[config.mk]
export PLATFORM = sky130hd
export DESIGN_NAME = jva_merge
export DESIGN_NICKNAME = d
export VERILOG_FILES = /design/src/rtl/jva_pkg.sv /design/src/rtl/jva_merge.sv
export SDC_FILE = /design/constraint.sdc
export NUM_CORES = 1
export LEC_CHECK = 0
export ABC_CLOCK_PERIOD_IN_PS = 900
export BUFFER_PORTS_ARGS = -buffer_cell sky130_fd_sc_hd__buf_4
export CAP_MARGIN = 20
export CELL_PAD_IN_SITES_DETAIL_PLACEMENT = 2
export CELL_PAD_IN_SITES_GLOBAL_PLACEMENT = 2
export CORE_MARGIN = 2
export CORE_UTILIZATION = 10
export DETAILED_ROUTE_END_ITERATION = 16
export PLACE_DENSITY = 0.95
export SLEW_MARGIN = 15
export SYNTH_ARGS = -nofsm -noshare
export SYNTH_HDL_FRONTEND = slang
export SYNTH_SLANG_ARGS = --single-unit
[constraint.sdc]
create_clock -name vclk -period 0.9
set_clock_uncertainty 0.1 [all_clocks]
set_input_delay 0.045 -clock vclk [all_inputs]
set_output_delay 0.045 -clock vclk [all_outputs]
set_load 0.1 [all_outputs]
[src/rtl/jva_pkg.sv]
`default_nettype none
package jva_pkg;

   localparam int WORD_WIDTH = 64;
   localparam int VALID_WIDTH = 4;
   localparam int CSR_INDEX_WIDTH = 2;
   localparam int CSR_DATA_WIDTH = 2;

   localparam logic [1:0] CSR_CORR_COUNT_MODE = 2'd0;
   localparam logic [1:0] CSR_RIGHT_KIND = 2'd1;
   localparam logic [1:0] CSR_LEFT_KIND = 2'd2;

   localparam logic [1:0] MODE_ONE = 2'd0;
   localparam logic [1:0] MODE_TWO = 2'd1;
   localparam logic [1:0] MODE_FOUR = 2'd2;

   localparam logic [1:0] KIND_GENERAL = 2'd0;
   localparam logic [1:0] KIND_DIAGONAL = 2'd1;
   localparam logic [1:0] KIND_SCALAR = 2'd2;

   typedef struct packed {
      logic [63:0] vis_lo;
      logic [63:0] vis_hi;
      logic [63:0] right_gain_lo;
      logic [63:0] right_gain_hi;
      logic [63:0] left_gain_lo;
      logic [63:0] left_gain_hi;
      logic [3:0]  right_valid;
      logic [3:0]  left_valid;
      logic        flag_in;
   } req_type;

   typedef struct packed {
      logic [63:0] out_vis_lo;
      logic [63:0] out_vis_hi;
      logic        flag_out;
      logic        kind_error;
   } rsp_type;

   typedef struct packed {
      logic       four;
      logic [1:0] right_kind;
      logic [1:0] left_kind;
      logic       zero;
      logic       flag;
      logic       kerr;
      logic [1:0] nc_small;
   } ctl_type;

endpackage
`default_nettype wire

[src/rtl/jva_merge.sv]
`default_nettype none
// Packs lane results into the output words, clears lanes unused in the mode, and applies flag/error zeroing.
module jva_merge #(
   parameter int SW = 16
) (
   input  wire jva_pkg::ctl_type   ctl,
   input  wire logic [SW-1:0]      r_re [4],
   input  wire logic [SW-1:0]      r_im [4],
   output jva_pkg::rsp_type        rsp
);
   logic [63:0] w [2];
   logic        keep [4];

   always_comb begin
      keep[0] = 1'b1;
      keep[1] = ctl.four || ctl.nc_small == 2'd2;
      keep[2] = ctl.four;
      keep[3] = ctl.four;
      w[0] = '0;
      w[1] = '0;
      for (int i = 0; i < 4; i++) begin
         for (int b = 0; b < SW; b++) begin
            if ((i % 2) * 2 * SW + b < 64)
               w[i / 2][(i % 2) * 2 * SW + b] = keep[i] & ~ctl.zero & r_im[i][b];
            if ((i % 2) * 2 * SW + SW + b < 64)
               w[i / 2][(i % 2) * 2 * SW + SW + b] = keep[i] & ~ctl.zero & r_re[i][b];
         end
      end
      rsp.out_vis_lo = w[0];
      rsp.out_vis_hi = w[1];
      rsp.flag_out = ctl.flag | ctl.kerr;
      rsp.kind_error = ctl.kerr;
   end
endmodule
`default_nettype wire

# Yosys cells after proc, flatten, opt, wreduce, memory -nomap -nowiden
# Index checks and enable logic that the tools add are counted.
[classes] addsub=0 multipliers=0 div=0 n_lt_le_gt_ge=0 n_eq_ne=1 shifts=0 mux=0 bitwise=132 n_reduce_logical=1
[op_table] op="AND 1 bit" n=130
[op_table] op="equality test 2 bit, second input constant" n=1
[op_table] op="logical OR 1 bit" n=1
[op_table] op="inverter 1 bit" n=1
[op_table] op="OR 1 bit" n=1
[word_totals] ff_bits=0 latch_bits=0 mem_bits_rw=0 romBits=0 inputBits=138 out_inout_bits=130 elab_cells=134 n_memories=0

# Logic depth before layout (Yosys ltp)
[logic_depth] depth_word=4 depth_mapped=4 depth_no_buf=2

# Worst setup path before layout
# Ideal clock, no wire load.
[synth_path] kind="input port to output port" start="input ctl[4] (netlist name)" end="output rsp[102] (netlist name)" t_arrival_ps=1890 required_ps=755 path_slack_ps=-1135 path_stages=4 path_cell_list="buf_6 -> clkbuf_2 -> nand2b_1 -> a21oi_1"
[synth_lines] item="from (decl)" line_no="jva_merge.sv:6" text="input wire jva_pkg::ctl_type ctl,"
[synth_lines] item="to (decl)" line_no="jva_merge.sv:9" text="output jva_pkg::rsp_type rsp"

==> impl_metrics.py <==
metrics = {
    "outcome": {
        "run_status": "finished with violations",
        "violations": "negative setup slack",
    },
    "power": {
        "power_leakage_nw": 2.83,
        "powerDensity_mw_per_mm2": 786,
        "power.ir.vdd_worst_mv": 0.428,
    },
    "finish": {
        "layout_cell_share_with_drive_strength_beyond_1": 1.00,
        "num-fill-cells": 1016,
        "finish.net_count": 592,
        "ff_latch_area_um2": 0,
        "finish.instance_area_mm2": 0.00615,
        "most_common_cell_after_layout_fill_and_taps_aside": "sky130_fd_sc_hd__buf_4",
        "clockBufferCount": 0,
        "number_of_sequential_cells": 0,
        "n_antenna_cell": 0,
        "stdcell_count": 595,
        "syn2layout_area_growth_pct": 436,
        "layout.cells.most_common_list": "sky130_fd_sc_hd__buf_4 (140), sky130_fd_sc_hd__buf_12 (123), sky130_fd_sc_hd__and2_4 (64)",
    },
    "global_routing": {
        "grt_first_pass_wirelength_mm": 19.4,
        "grt.overflow.total": 0,
        "grt_max_degree": 33,
        "grt_use_total": 0.204,
        "grt_antenna_before_repair": 0,
        "vias_in_the_first_global_route": 2954,
    },
    "timing": {
        "fin_worst_hold_slack_ns": 0.325,
        "finalHoldViolCount": 0,
        "setup_ws_ns": -0.201,
        "period_share": 1.22,
        "rsz0062_at_grt": "yes",
        "maxClockFrequency_mhz": 908,
        "setup_viol_count_final": 126,
        "final_critical_period_ns": 1.10,
        "final_max_slew_viol_count": 0,
        "worst_slew_pin_slew_ns": 0.383,
        "max_slew_headroom": 0.745,
    },
    "worst_setup_path": {
        "critical_path_required_ns": 0.75,
        "critPathCapture": "rsp[14]",
        "end_kind": "primary output",
        "setup.worst_path.class": "primary input to primary output",
        "arrival_time_worst_endpoint_ns": 0.96,
        "worst_setup_path_start_kind": "primary input",
        "timing.critical_path.fanout_max": 8,
        "crit_path_start": "ctl[4]",
    },
    "synth": {
        "synth_seq_area_share": 0,
        "ys_types": 12,
        "synthesis.area_mm2": 0.00115,
        "synth_cells": 185,
        "mappedNetlistNets": 323,
        "average_footprint_of_a_synthesized_cell_um2": 6.20,
        "ys.warnings.count": 0,
    },
    "place": {
        "placed_area_mm2": 0.00434,
        "hpwl_mm": 8.56,
        "dpl.cell_count": 585,
        "globalplace.congestion": 0.763,
        "placement.io_buffers": 264,
        "place_worst_setup_slack_ns": -0.330,
    },
    "min_path": {
        "min_path_type": "primary input to primary output",
    },
    "routing": {
        "via_count": 2442,
        "drt-pass1-iter-count": 4,
        "detail_route.vias_per_cell": 4.10,
        "detail_route.iter0.violations": 66,
        "totalWireLength_mm": 13.7,
        "drc": 0,
        "route.antenna.remaining_nets": 0,
        "wl_per_cell_um": 23.0,
    },
    "floorplanning": {
        "floorplan.rows": 39,
        "i_o_pin_cnt": 268,
        "start_util": 0.101,
        "fp.dieArea_mm2": 0.0123,
        "chipHeight_um": 111,
        "core_area_mm2": 0.0113,
        "die_w_um": 111,
    },
    "clock_network": {
        "hold_buffers": 0,
    },
    "flow_run": {
        "max_cap_viol_count": 0,
    },
}
[how the worst min path moves through the flow]
stage                     startpoint        to  cells after the start
after floorplan             r_im[47]  rsp[113]                      2
after global placement        ctl[2]    rsp[0]                      2
after detailed placement      ctl[2]    rsp[0]                      2
after CTS                     ctl[2]    rsp[0]                      2
after global routing          ctl[2]    rsp[0]                      2
final                         ctl[2]    rsp[0]                      2
[repair_timing]
item,in CTS,in global routing
pin swaps,5,13
setup buffers,2,0
gates cloned,6,3
gates resized for setup,314,73
endpoints found under the setup margin,127,127
[critical path, stage by stage]
cell	delay (ns)
sky130_fd_sc_hd__buf_8	0.11
sky130_fd_sc_hd__nor2b_4	0.19
sky130_fd_sc_hd__buf_6	0.16
sky130_fd_sc_hd__buf_16	0.13
sky130_fd_sc_hd__and2_4	0.15
sky130_fd_sc_hd__buf_12	0.17
[metal layers]
metal / vias up / global-route usage / wire [um]
li1: 1104 / - / -
met1: 1166 / 0.179 / 3750
met2: 156 / 0.459 / 8520
met3: 16 / 0.0514 / 1100
met4: 0 / 0.0230 / 342
met5: - / 0 / 0
[logic make-up after synthesis]
group,synth area share
AND/OR/NAND/NOR,0.716
AO/OA/AOI/OAI,0.140
buffers and inverters,0.144
[Yosys cell counts]
library cell,number,share of area
sky130_fd_sc_hd__or2_2,1,0.0055
sky130_fd_sc_hd__and2_1,64,0.35
sky130_fd_sc_hd__buf_4,1,0.0065
sky130_fd_sc_hd__nor2b_2,1,0.0076
sky130_fd_sc_hd__buf_6,9,0.088
sky130_fd_sc_hd__nand2b_1,33,0.18
sky130_fd_sc_hd__clkbuf_1,2,0.0065
sky130_fd_sc_hd__inv_1,1,0.0033
sky130_fd_sc_hd__nor2b_1,32,0.17
sky130_fd_sc_hd__buf_2,7,0.031
sky130_fd_sc_hd__clkbuf_2,2,0.0087
sky130_fd_sc_hd__a21oi_1,32,0.14
[power breakdown]
part | switching, mW | total [mW] | internal, mW
registers | 0 | 0 | 0
clock network | 0 | 0 | 0
logic | 2.87 | 4.83 | 1.96
[final cells by class]
cell class         count  area [um^2]  share of cell area
well taps            143          179              0.0291
multi-input cells    163         2000               0.325
repair buffers       288         3960               0.645
inverters              1         8.76             0.00143
[metrics by stage]
| stage | power, mW | utilization | setup TNS, ns |
|---|---|---|---|
| final | 4.83 | 0.543 | -17.11 |
| after global routing | 4.95 | 0.543 | -21.25 |
| after CTS | 4.62 | 0.512 | -23.14 |
| after detailed placement | 3.86 | 0.383 | -35.34 |
| after global placement | 3.79 | 0.383 | -31.48 |
| after floorplan | 2.87 | - | -10.55 |
(Power assumes the default switching activity.)
